[src/sv/btm_pkg.sv]
`timescale 1ns / 1ps
// Shared types and constants of the buddy tree bitmap marker.
// No dependencies; imported by the top level.
package btm_pkg;

  // Tree depth and the bit store derived from it
  localparam int MAX_LEVELS = 10;
  localparam int STORE_SIZE = (1 << MAX_LEVELS) - 1;
  // Node indices are 10 bits wide, so nothing beyond 1023 is ever addressed
  localparam int STORE_LIM  = (STORE_SIZE < 1023) ? STORE_SIZE : 1023;

  // Bit store packed into rows of 32 bits
  localparam int WORD_W = 32;
  localparam int OFF_W  = 5;
  localparam int ROWS   = (STORE_LIM + WORD_W - 1) / WORD_W;
  localparam int ROW_AW = (ROWS > 1) ? $clog2(ROWS) : 1;

  // Field widths
  localparam int NODE_W   = 10;
  localparam int IDX_W    = 11;
  localparam int REQ_W    = 24;
  localparam int BUCKET_W = 25;
  localparam int CFG_W    = 21;

  localparam logic [BUCKET_W-1:0] BUCKET_MAX  = {BUCKET_W{1'b1}};
  localparam logic [BUCKET_W-1:0] BUCKET_HALF = BUCKET_MAX >> 1;
  localparam logic signed [4:0]   LEVEL_MIN   = -5'sd16;
  localparam logic [IDX_W-1:0]    IDX_LIM     = IDX_W'(STORE_LIM);
  localparam logic [IDX_W-1:0]    HI_CAP      = IDX_W'(1023);

  // Configuration register reset values
  localparam logic [4:0]       RST_LEVEL_COUNT = 5'd10;
  localparam logic [3:0]       RST_START_LEVEL = 4'd9;
  localparam logic [20:0]      RST_MIN_BUCKET  = 21'd16;
  localparam logic [NODE_W-1:0] RST_NODE_LIMIT = 10'd1023;

  typedef enum logic [1:0] {
    CFG_LEVEL_COUNT = 2'd0,
    CFG_START_LEVEL = 2'd1,
    CFG_MIN_BUCKET  = 2'd2,
    CFG_NODE_LIMIT  = 2'd3
  } cfg_idx_t;

  typedef enum logic [1:0] {
    CMD_ANCESTORS = 2'd0,
    CMD_SUBTREE   = 2'd1,
    CMD_LEVEL     = 2'd2,
    CMD_READ      = 2'd3
  } cmd_t;

  typedef enum logic [3:0] {
    ST_CLEAR,
    ST_IDLE,
    ST_ANC_RD,
    ST_ANC_WR,
    ST_SUB_LEVEL,
    ST_SUB_RD,
    ST_SUB_WR,
    ST_LVL,
    ST_BIT_RD,
    ST_BIT_GET,
    ST_DONE
  } state_t;

endpackage

[src/sv/btm_ram.sv]
`timescale 1ns / 1ps
// Generic single-port RAM with registered read data.
// No dependencies.
module btm_ram #(
  parameter int WIDTH = 32,
  parameter int DEPTH = 32,
  parameter int AW    = (DEPTH > 1) ? $clog2(DEPTH) : 1
) (
  input  logic             clk,
  input  logic [AW-1:0]    addr,
  input  logic             we,
  input  logic [WIDTH-1:0] wdata,
  output logic [WIDTH-1:0] rdata
);

  logic [WIDTH-1:0] mem [DEPTH];

  // Write on we, read the addressed row every cycle
  always_ff @(posedge clk) begin
    if (we) begin
      mem[addr] <= wdata;
    end
    rdata <= mem[addr];
  end

endmodule

[src/sv/buddy_tree_bitmap_marker_top.sv]
`timescale 1ns / 1ps
// Top level of the buddy tree bitmap marker: command sequencer around a row RAM.
// Depends on btm_pkg and btm_ram.
//
// Usage: one command per beat on the item channel (item_valid / item_stall);
// one result beat per command on the result channel (res_valid / res_stall).
// The tree bitmap lives in a RAM of 32-bit rows, written by read-modify-write.
// Work per command, from accept to result register:
//   read bit         one read of the node's row
//   mark ancestors   one read-modify-write per node on the path to the root
//   mark subtree     one read-modify-write per RAM row touched on each level
//                    visited, through the single RAM port
//   choose level     steps taken (at most level_count)
// One command is in work at a time; the next is taken in the cycle after the
// result has moved to the output register, even if the receiver still stalls it.
// A stalled result holds until taken; the sequencer waits only if a second
// result is ready before the first is taken.
// Reset: config registers return to their reset values, then a clearing
// pass writes zero to every row while item_stall stays high.
// Configuration writes (cfg_valid / cfg_ready) are taken at any time.
module buddy_tree_bitmap_marker_top
  import btm_pkg::*;
(
  input  logic                    clk,
  input  logic                    rst,
  // Configuration write channel
  input  logic                    cfg_valid,
  output logic                    cfg_ready,
  input  logic [1:0]              cfg_index,
  input  logic [CFG_W-1:0]        cfg_data,
  // Item channel
  input  logic                    item_valid,
  output logic                    item_stall,
  input  logic [1:0]              command,
  input  logic [NODE_W-1:0]       node,
  input  logic                    status,
  input  logic [REQ_W-1:0]        request_size,
  // Result channel
  output logic                    res_valid,
  input  logic                    res_stall,
  output logic signed [4:0]       level,
  output logic                    bit_value,
  output logic                    done_res
);

  state_t state, state_next;

  // Configuration registers
  logic [4:0]        level_count;
  logic [3:0]        start_level;
  logic [20:0]       min_bucket_size;
  logic [NODE_W-1:0] node_limit;

  // Latched item
  cmd_t             cmd;
  logic             status_q;
  logic [NODE_W-1:0] node_q;
  logic [REQ_W-1:0] req;

  // Walk registers
  logic [IDX_W-1:0]    cur;
  logic [IDX_W-1:0]    lo;
  logic [IDX_W-1:0]    hi;
  logic [IDX_W-1:0]    seg_end;
  logic [ROW_AW-1:0]   row;
  logic [ROW_AW-1:0]   clr_row;
  logic [BUCKET_W-1:0] bucket;
  logic signed [4:0]   lvl;
  logic [4:0]          step;
  logic                bit_q;

  // RAM port
  logic [ROW_AW-1:0] ram_addr;
  logic              ram_we;
  logic [WORD_W-1:0] ram_wdata;
  logic [WORD_W-1:0] ram_rdata;

  logic              item_acc;
  logic              res_free;
  logic [IDX_W-1:0]  lim;
  logic [IDX_W-1:0]  row_base;
  logic [WORD_W-1:0] seg_mask;
  logic [OFF_W-1:0]  cur_off;
  logic [OFF_W-1:0]  node_off;
  logic [IDX_W:0]    hi_dbl;
  logic              seg_last;
  logic              lvl_go;

  btm_ram #(
    .WIDTH(WORD_W),
    .DEPTH(ROWS)
  ) u_ram (
    .clk  (clk),
    .addr (ram_addr),
    .we   (ram_we),
    .wdata(ram_wdata),
    .rdata(ram_rdata)
  );

  assign cfg_ready  = 1'b1;
  assign item_stall = (state != ST_IDLE);
  assign item_acc   = item_valid && !item_stall;
  assign res_free   = !res_valid || !res_stall;

  // Subtree bound: node_limit clipped to the store
  assign lim = (IDX_W'(node_limit) < IDX_LIM) ? IDX_W'(node_limit) : IDX_LIM;

  // Mask of the bits in the current row that fall in [lo, seg_end]
  assign row_base = IDX_W'(row) << OFF_W;
  always_comb begin
    for (int b = 0; b < WORD_W; b++) begin
      seg_mask[b] = ((row_base + IDX_W'(b)) >= lo) && ((row_base + IDX_W'(b)) <= seg_end);
    end
  end

  assign cur_off  = cur[OFF_W-1:0];
  assign node_off = node_q[OFF_W-1:0];
  assign hi_dbl   = {hi, 1'b0} + (IDX_W+1)'(2);
  assign seg_last = (IDX_W'(row) == (seg_end >> OFF_W));
  assign lvl_go   = (step < level_count) && !(bucket > BUCKET_W'(req));

  // Next state and RAM control
  always_comb begin
    state_next = state;
    ram_addr   = row;
    ram_we     = 1'b0;
    ram_wdata  = ram_rdata;
    case (state)
      ST_CLEAR: begin
        ram_addr  = clr_row;
        ram_we    = 1'b1;
        ram_wdata = '0;
        if (clr_row == ROW_AW'(ROWS - 1)) begin
          state_next = ST_IDLE;
        end
      end
      ST_IDLE: begin
        if (item_acc) begin
          case (cmd_t'(command))
            CMD_ANCESTORS: state_next = ST_ANC_RD;
            CMD_SUBTREE:   state_next = ST_SUB_LEVEL;
            CMD_LEVEL:     state_next = ST_LVL;
            CMD_READ:      state_next = ST_BIT_RD;
            default:       state_next = ST_DONE;
          endcase
        end
      end
      ST_ANC_RD: begin
        ram_addr   = ROW_AW'(cur[IDX_W-1:OFF_W]);
        state_next = ST_ANC_WR;
      end
      ST_ANC_WR: begin
        ram_addr           = ROW_AW'(cur[IDX_W-1:OFF_W]);
        ram_we             = (cur < IDX_LIM);
        ram_wdata[cur_off] = status_q;
        state_next         = (cur == '0) ? ST_DONE : ST_ANC_RD;
      end
      ST_SUB_LEVEL: begin
        state_next = (lo < lim) ? ST_SUB_RD : ST_DONE;
      end
      ST_SUB_RD: begin
        state_next = ST_SUB_WR;
      end
      ST_SUB_WR: begin
        ram_we     = 1'b1;
        ram_wdata  = (ram_rdata & ~seg_mask) | ({WORD_W{status_q}} & seg_mask);
        state_next = seg_last ? ST_SUB_LEVEL : ST_SUB_RD;
      end
      ST_LVL: begin
        if (!lvl_go) begin
          state_next = ST_DONE;
        end
      end
      ST_BIT_RD: begin
        ram_addr   = ROW_AW'(node_q[NODE_W-1:OFF_W]);
        state_next = ST_BIT_GET;
      end
      ST_BIT_GET: begin
        state_next = ST_DONE;
      end
      ST_DONE: begin
        if (res_free) begin
          state_next = ST_IDLE;
        end
      end
      default: state_next = ST_IDLE;
    endcase
  end

  // State register
  always_ff @(posedge clk) begin
    if (rst) begin
      state <= ST_CLEAR;
    end else begin
      state <= state_next;
    end
  end

  // Configuration registers
  always_ff @(posedge clk) begin
    if (rst) begin
      level_count     <= RST_LEVEL_COUNT;
      start_level     <= RST_START_LEVEL;
      min_bucket_size <= RST_MIN_BUCKET;
      node_limit      <= RST_NODE_LIMIT;
    end else if (cfg_valid && cfg_ready) begin
      case (cfg_idx_t'(cfg_index))
        CFG_LEVEL_COUNT: level_count     <= cfg_data[4:0];
        CFG_START_LEVEL: start_level     <= cfg_data[3:0];
        CFG_MIN_BUCKET:  min_bucket_size <= cfg_data[20:0];
        CFG_NODE_LIMIT:  node_limit      <= cfg_data[NODE_W-1:0];
        default: ;
      endcase
    end
  end

  // Clearing pass row counter
  always_ff @(posedge clk) begin
    if (rst) begin
      clr_row <= '0;
    end else if (state == ST_CLEAR) begin
      clr_row <= clr_row + ROW_AW'(1);
    end
  end

  // Item latch and walk datapath
  always_ff @(posedge clk) begin
    case (state)
      ST_IDLE: begin
        if (item_acc) begin
          cmd      <= cmd_t'(command);
          node_q   <= node;
          status_q <= status;
          req      <= request_size;
          cur      <= IDX_W'(node);
          lo       <= IDX_W'(node);
          hi       <= IDX_W'(node);
          bucket   <= BUCKET_W'(min_bucket_size);
          lvl      <= signed'({1'b0, start_level});
          step     <= '0;
        end
      end
      ST_ANC_WR: begin
        // Step to the parent
        cur <= (cur - IDX_W'(1)) >> 1;
      end
      ST_SUB_LEVEL: begin
        seg_end <= (hi < lim - IDX_W'(1)) ? hi : lim - IDX_W'(1);
        row     <= ROW_AW'(lo[IDX_W-1:OFF_W]);
      end
      ST_SUB_WR: begin
        if (seg_last) begin
          // Descend one level: first and last child of the span
          lo <= IDX_W'({lo, 1'b1});
          hi <= (hi_dbl > (IDX_W+1)'(HI_CAP)) ? HI_CAP : hi_dbl[IDX_W-1:0];
        end else begin
          row <= row + ROW_AW'(1);
        end
      end
      ST_LVL: begin
        if (lvl_go) begin
          bucket <= (bucket > BUCKET_HALF) ? BUCKET_MAX : (bucket << 1);
          if (lvl != LEVEL_MIN) begin
            lvl <= lvl - 5'sd1;
          end
          step <= step + 5'd1;
        end
      end
      ST_BIT_GET: begin
        bit_q <= (IDX_W'(node_q) < IDX_LIM) ? ram_rdata[node_off] : 1'b0;
      end
      default: ;
    endcase
  end

  // Result register
  always_ff @(posedge clk) begin
    if (rst) begin
      res_valid <= 1'b0;
    end else if (state == ST_DONE && res_free) begin
      res_valid <= 1'b1;
    end else if (!res_stall) begin
      res_valid <= 1'b0;
    end
  end

  // Result payload
  always_ff @(posedge clk) begin
    if (state == ST_DONE && res_free) begin
      level     <= (cmd == CMD_LEVEL) ? lvl : 5'sd0;
      bit_value <= (cmd == CMD_READ) ? bit_q : 1'b0;
      done_res  <= 1'b1;
    end
  end

endmodule

[config.mk]
export PLATFORM = sky130hd
export DESIGN_NAME = buddy_tree_bitmap_marker_top
export DESIGN_NICKNAME = d
export VERILOG_FILES = /design/src/sv/btm_pkg.sv /design/src/sv/btm_ram.sv /design/src/sv/buddy_tree_bitmap_marker_top.sv
export SDC_FILE = /design/constraint.sdc
export NUM_CORES = 2
export LEC_CHECK = 0
export BUFFER_PORTS_ARGS = -buffer_cell sky130_fd_sc_hd__buf_4
export CORE_MARGIN = 2
export CORE_UTILIZATION = 46
export CTS_BUF_LIST = sky130_fd_sc_hd__clkbuf_4 sky130_fd_sc_hd__clkbuf_8
export DETAILED_ROUTE_END_ITERATION = 7
export PLACE_DENSITY = 0.67
export SYNTH_ARGS = -nofsm -noshare
export SYNTH_HDL_FRONTEND = slang
export SYNTH_HIERARCHICAL = 1
export SYNTH_SLANG_ARGS = --single-unit
[constraint.sdc]
create_clock -name clk -period 5.75 [get_ports clk]
set_clock_uncertainty 0.05 [all_clocks]
set_input_delay 1.15 -clock clk [delete_from_list [all_inputs] [get_ports clk]]
set_output_delay 1.15 -clock clk [all_outputs]
set_load 0.01 [all_outputs]
== Yosys cells after proc, flatten, opt, wreduce, memory -nomap -nowiden ==
Memory sizes are Yosys's and may differ from the RTL's. A register that Yosys moved wholly into a read port is not among the register bits.
Index checks and enable logic that the tools add are counted.
Word-level totals
  register bits: 178
  memories kept: 1
  output and inout bits: 10
  RAM bits: 1024
Cells by class
  bitwise gates (word level): 4
  $add $sub $neg: 38
  reduce and logical (&&, ||, !) cells: 62
  muxes and demuxes: 43
  order comparisons: 76
  equal/unequal tests: 31
Memories
  u_ram.mem: words 32, width 32, read ports 1, clocked after memory_dff 1, wr ports 1, line btm_ram.sv:16  | logic [WIDTH-1:0] mem [DEPTH];
Operator list (count)
  11-bit greater-or-equal comparator: 31
  11-bit less-or-equal comparator: 31
  10-bit by 5-bit adder with 11-bit output (second input constant): 16
  32-bit one-hot mux with 3 select lines: 1
  10-bit by 4-bit adder with 11-bit output (second input constant): 8
  25-bit 2-to-1 mux: 3
  11-bit one-hot mux with 2 select lines: 3
  32-bit bitwise AND: 2
  11-bit 2-to-1 mux: 5
  25-bit one-hot mux with 2 select lines: 1
  10-bit by 3-bit adder with 11-bit output (second input constant): 4
  4-bit one-hot mux with 11 select lines: 1
  1-bit logical AND: 36
  32-bit bitwise mux: 1
  32-bit NOT: 1
  32-bit bitwise OR: 1
  5-bit 2-to-1 mux: 6
  5-bit one-hot mux with 2 select lines: 3
  25-bit by 24-bit greater-than comparator with 1-bit output: 1
  25-bit by 24-bit greater-than comparator with 1-bit output (second input constant): 1
  4-bit 2-to-1 mux: 6
  10-bit by 2-bit adder with 11-bit output (second input constant): 2
  10-bit < comparator (second input constant): 2
  4-bit by 3-bit == test with 1-bit output (second input constant): 4
  43 further kinds: 84

== Longest topological paths before layout ==
  depth in word-level cells: 7
  gate-level depth with buffers: 15
  depth with buffers taken out: 11

== Modules after synthesis ==
Netlist, hierarchy kept.
Modules (own cells, without submodules)
  btm_ram: cells each 2107, area an instance 39666.8 µm², sequential area each 31390.1 µm², instances 1
  buddy_tree_bitmap_marker_top: cells each 1346, area an instance 11944.0 µm², sequential area each 4814.6 µm², instances 1

== Least setup slack after synthesis ==
No wires, ideal clock.
  path kind: reg-to-reg
  from: reg state[0]
  to: mem u_ram.mem[25][0] (enable)
  arrival: 4.691 ns
  stages on the path, launching flop included: 14
  clock period less this slack: 5.202 ns
  setup slack: 0.548 ns
  data required time: 5.239 ns
  cell sequence: dfxtp_1 buf_2 buf_1 nor2b_1 or2_2 a21o_1 a22oi_1 o21ai_0 buf_2 buf_4 buf_2 buf_2 nand3b_1 nor3_1
RTL lines
  from (decl): line buddy_tree_bitmap_marker_top.sv:46  | state_t state, state_next;
  from (signal assigned): line buddy_tree_bitmap_marker_top.sv:195  | state <= state_next;
  4-bit by 2-bit == test with 1-bit output: line buddy_tree_bitmap_marker_top.sv:128  | case (state)
  2-bit OR reduction (no line)
  5-bit one-hot mux with 3 select lines *: line buddy_tree_bitmap_marker_top.sv:128
  net ram_addr[1]: line buddy_tree_bitmap_marker_top.sv:73  | logic [ROW_AW-1:0] ram_addr;
  to (decl): line btm_ram.sv:16
The timed path passes the listed nets; every way through them passes the cells marked *.

== Worst setup path in the final report ==
  from: reg state[1]
  to: reg u_ram.rdata[9] (read register of u_ram.mem)
On the way
  longest elaborated chain between the ends: 3
RTL lines
  4-bit by 2-bit == test with 1-bit output: line buddy_tree_bitmap_marker_top.sv:128
  2-bit OR reduction (no line)
  5-bit one-hot mux with 3 select lines *: line buddy_tree_bitmap_marker_top.sv:128
  net ram_addr[3]: line buddy_tree_bitmap_marker_top.sv:73
  to (decl): line btm_ram.sv:13  | output logic [WIDTH-1:0] rdata
Marked as above.
A chain may end at the register's enable or synchronous reset.

==> out/results.tsv <==
metric	value	unit
status	complete, no violations	
r2r setup slk	820	ps
Layout area overhead	13.54	%
crit start category	flop	
Final ANT Viol Nets	0	
Num CTS Buffers	193	
layer with the highest usage	met2	
HPWL after detailed placement	78.35	mm
most common flop cell mapped by yosys	edfxtp_1	
synth top area cells	edfxtp_1 67%, mux2i_1 11%, o22ai_1 3.2%, dfxtp_1 3.2%, ha_1 1.8%	
DR iter-0 viols	3341	
hold endpoint	min_bucket_size[1]	
TritonCTS clock tree	yes	
met3 Track Usage GR	4.806	%
final period utilization	85.75	%
GRT Util Overall	22.62	%
initial antenna violation count	2	
M1 GR Usage	31.35	%
Reg clk slew, reported paths	60	ps
pre-CTS WS	986.6	ps
WHS Path Cells	2	
final core utilization	52.81	%
Worst Path Class, Setup	reg -> reg	
maxcap violations	0	
Worst Tran Pin Value	1323	ps
most frequent cell after synthesis	edfxtp_1	
hold_buf cts	0	
worst path required time	6390	ps
met2 GRT Util	35.83	%
# setup viols final	0	
post-cts resize count	0	
Post-synth EDFFs	1151	
Hold WC Path Type	reg -> reg	
R2R depth	8	
min Tclk post-route	4931	ps
Worst slew margin	11.80	%
RSZ-0062 raised after global routing	no	
Layout fillers	8998	
Mapped Cells	3453	
worst r2r src	state[1]	
CP Max Fanout	28	
Die Ht	339.0	um
Distinct cells, synth	83	
asr flop ratio synth	0	%
H-Tree Depth	4	
Port Buffers	72	
r2r endpoint	u_ram/rdata[9]	
first-pass GRT wire length	195.1	mm
synth cell count leaders	1151 x edfxtp_1, 549 x mux2i_1, 265 x o22ai_1	
GP Congestion	0.8936	
fmax	202.8	MHz
share of cells above drive strength 1	16.49	%
Clk Tree Root Cell	clkbuf_8	
total grt overflow	0	
Pins Over Slew Limit	0	
Remaining DRCs	0	
Critical Path AT	5570	ps
routed wire length	132.6	mm
via count	31060	
clk_lat worst skew	890	ps
endpoints failing hold	0	
via count of the first global-routing pass	30020	
core area	0.1110	mm2
detailed-route wire length per cell	25.05	um
Mapped Area	0.05161	mm2
Die Area	0.1149	mm2
DIE WIDTH	339.0	um
largest net degree at the start of global routing	140	
clk buf depth	3	
crit end category	flop	
setup TNS	0	ps
I/O pins	75	
Final Net Count	3777	
post-synth top area cell	edfxtp_1	
P per Cell Area	512.7	mW/mm2
number of core rows	122	
flops & latches, synth	1233	
Ys Warns	6	
Post-Syn Area per Cell	14.95	um2
post-CTS setup buffers	0	
VDD IR max	793.2	uV
setup ws final	819.2	ps
DR vias/cell	5.868	
post-synthesis sequential area ratio	70.15	%
P_leak	0.02014	uW
Clock Sinks	1233	
hold wc startpoint	min_bucket_size[1]	
Starting Density	46.51	%
TritonRoute pass-1 iters	7	
top cell type's share of synthesized area	66.97	%
[stage by stage]
step / area, um2 / cells / hold slack, ps / power, uW
after detailed placement: 54490 / 4929 / 397.6 / 22350
after CTS: 58590 / 5290 / 308.4 / 30060
after global placement: 54490 / 4929 / 393.3 / 22210
after floorplan: 51610 / 3454 / 385.3 / 18770
after global routing: 58590 / 5292 / 352.7 / 31210
final: 58600 / 5294 / 405.6 / 30040
[registers in the layout (all words and copies together), names as in the netlist, 2 cells and up]
signal,flops
u_ram/mem,1024
u_ram/rdata,32
bucket,25
req,24
min_bucket_size,21
hi,11
lo,11
seg_end,11
cur,10
node_limit,10
node_q,10
clr_row,5
level,5
level_count,5
lvl,5
row,5
step,5
start_level,4
state,4
cmd,2
[area by class of cell]
cell class	instances	area, um2	area share (%)
diodes	4	10.01	0.01708
clock buffers	285	3472	5.925
clock inverters	76	624.3	1.065
inverters	77	289.0	0.4932
multi-input cells	1936	14540	24.81
flip-flops and latches	1233	36200	61.78
well taps	1488	1862	3.177
repair buffers	195	1602	2.733
[worst max-delay path, stage by stage, from the launching register on]
cell	delay (ps)
dfxtp_1	930
nor2b_1	240
or2_2	380
a221o_1	650
or4b_2	970
buf_4	300
o22ai_1	80
nor4_1	910
nand2_1	210
[layer usage]
layer | wire [um] | up-vias
met5 | 0 | -
met4 | 3010 | 0
met3 | 11690 | 227
met2 | 62080 | 1355
met1 | 55850 | 15570
li1 | - | 13910
[logic make-up after synthesis]
| group | after synthesis | synth area share (%) |
|---|---|---|
| fa+ha+maj | 76 | 1.842 |
| flops | 1233 | 70.15 |
| mux | 560 | 11.11 |
| simple gates | 639 | 6.143 |
| xor+xnor | 37 | 0.6279 |
| other cells | 2 | 0.01455 |
| compound gates | 621 | 7.629 |
| buf+inv | 285 | 2.487 |
[layout by cell type (no fill, tap or decap), types with 7 or more instances in the layout]
master    count
clkinv_1     36
mux4_2       10
nor2b_1      13
o22ai_1     265
nand3b_1      9
dfxtp_1      82
nand4b_1      8
clkbuf_4     72
nand2b_1     10
o211ai_1      7
buf_4       184
buf_12       11
clkbuf_8    213
inv_1        75
edfxtp_1   1151
a221o_1       8
a21oi_1      96
and2_1       15
clkinv_2     22
nand4_1      16
or2_2         8
ha_1         76
nor3_2        7
o21ai_0     113
and3_1       11
a211o_1      22
nor2_4       28
nand2_1     222
nor4_1       72
nor2_1      112
nor3_1       35
o221ai_2     17
xnor2_1      26
nand3_1      30
a211oi_1     13
a21o_1       10
mux2i_1     549
or3_1         8
xor2_1       11
[worst max path at each step]
stage,from,end,slack (ps),cells past startpoint
6_report,state[1],u_ram/rdata[9],820,8
3_5_place_dp,state[1],u_ram/rdata[27],990,8
4_1_cts,state[1],u_ram/rdata[27],940,8
3_3_place_gp,state[1],u_ram/rdata[27],1020,8
5_1_grt,state[1],u_ram/rdata[18],720,9
2_1_floorplan,state[0],u_ram/mem[25][0],550,13
[report_power, final]
part	total [uW]	switching, uW	leakage [uW]	internal, uW
Sequential	12600	539	0.0113	12100
Clock	7710	3510	0.00218	4200
Combinational	9700	6330	0.00670	3380
Total	30000	10400	0.0201	19700
Note: power is estimated with default switching activity, not from simulation.
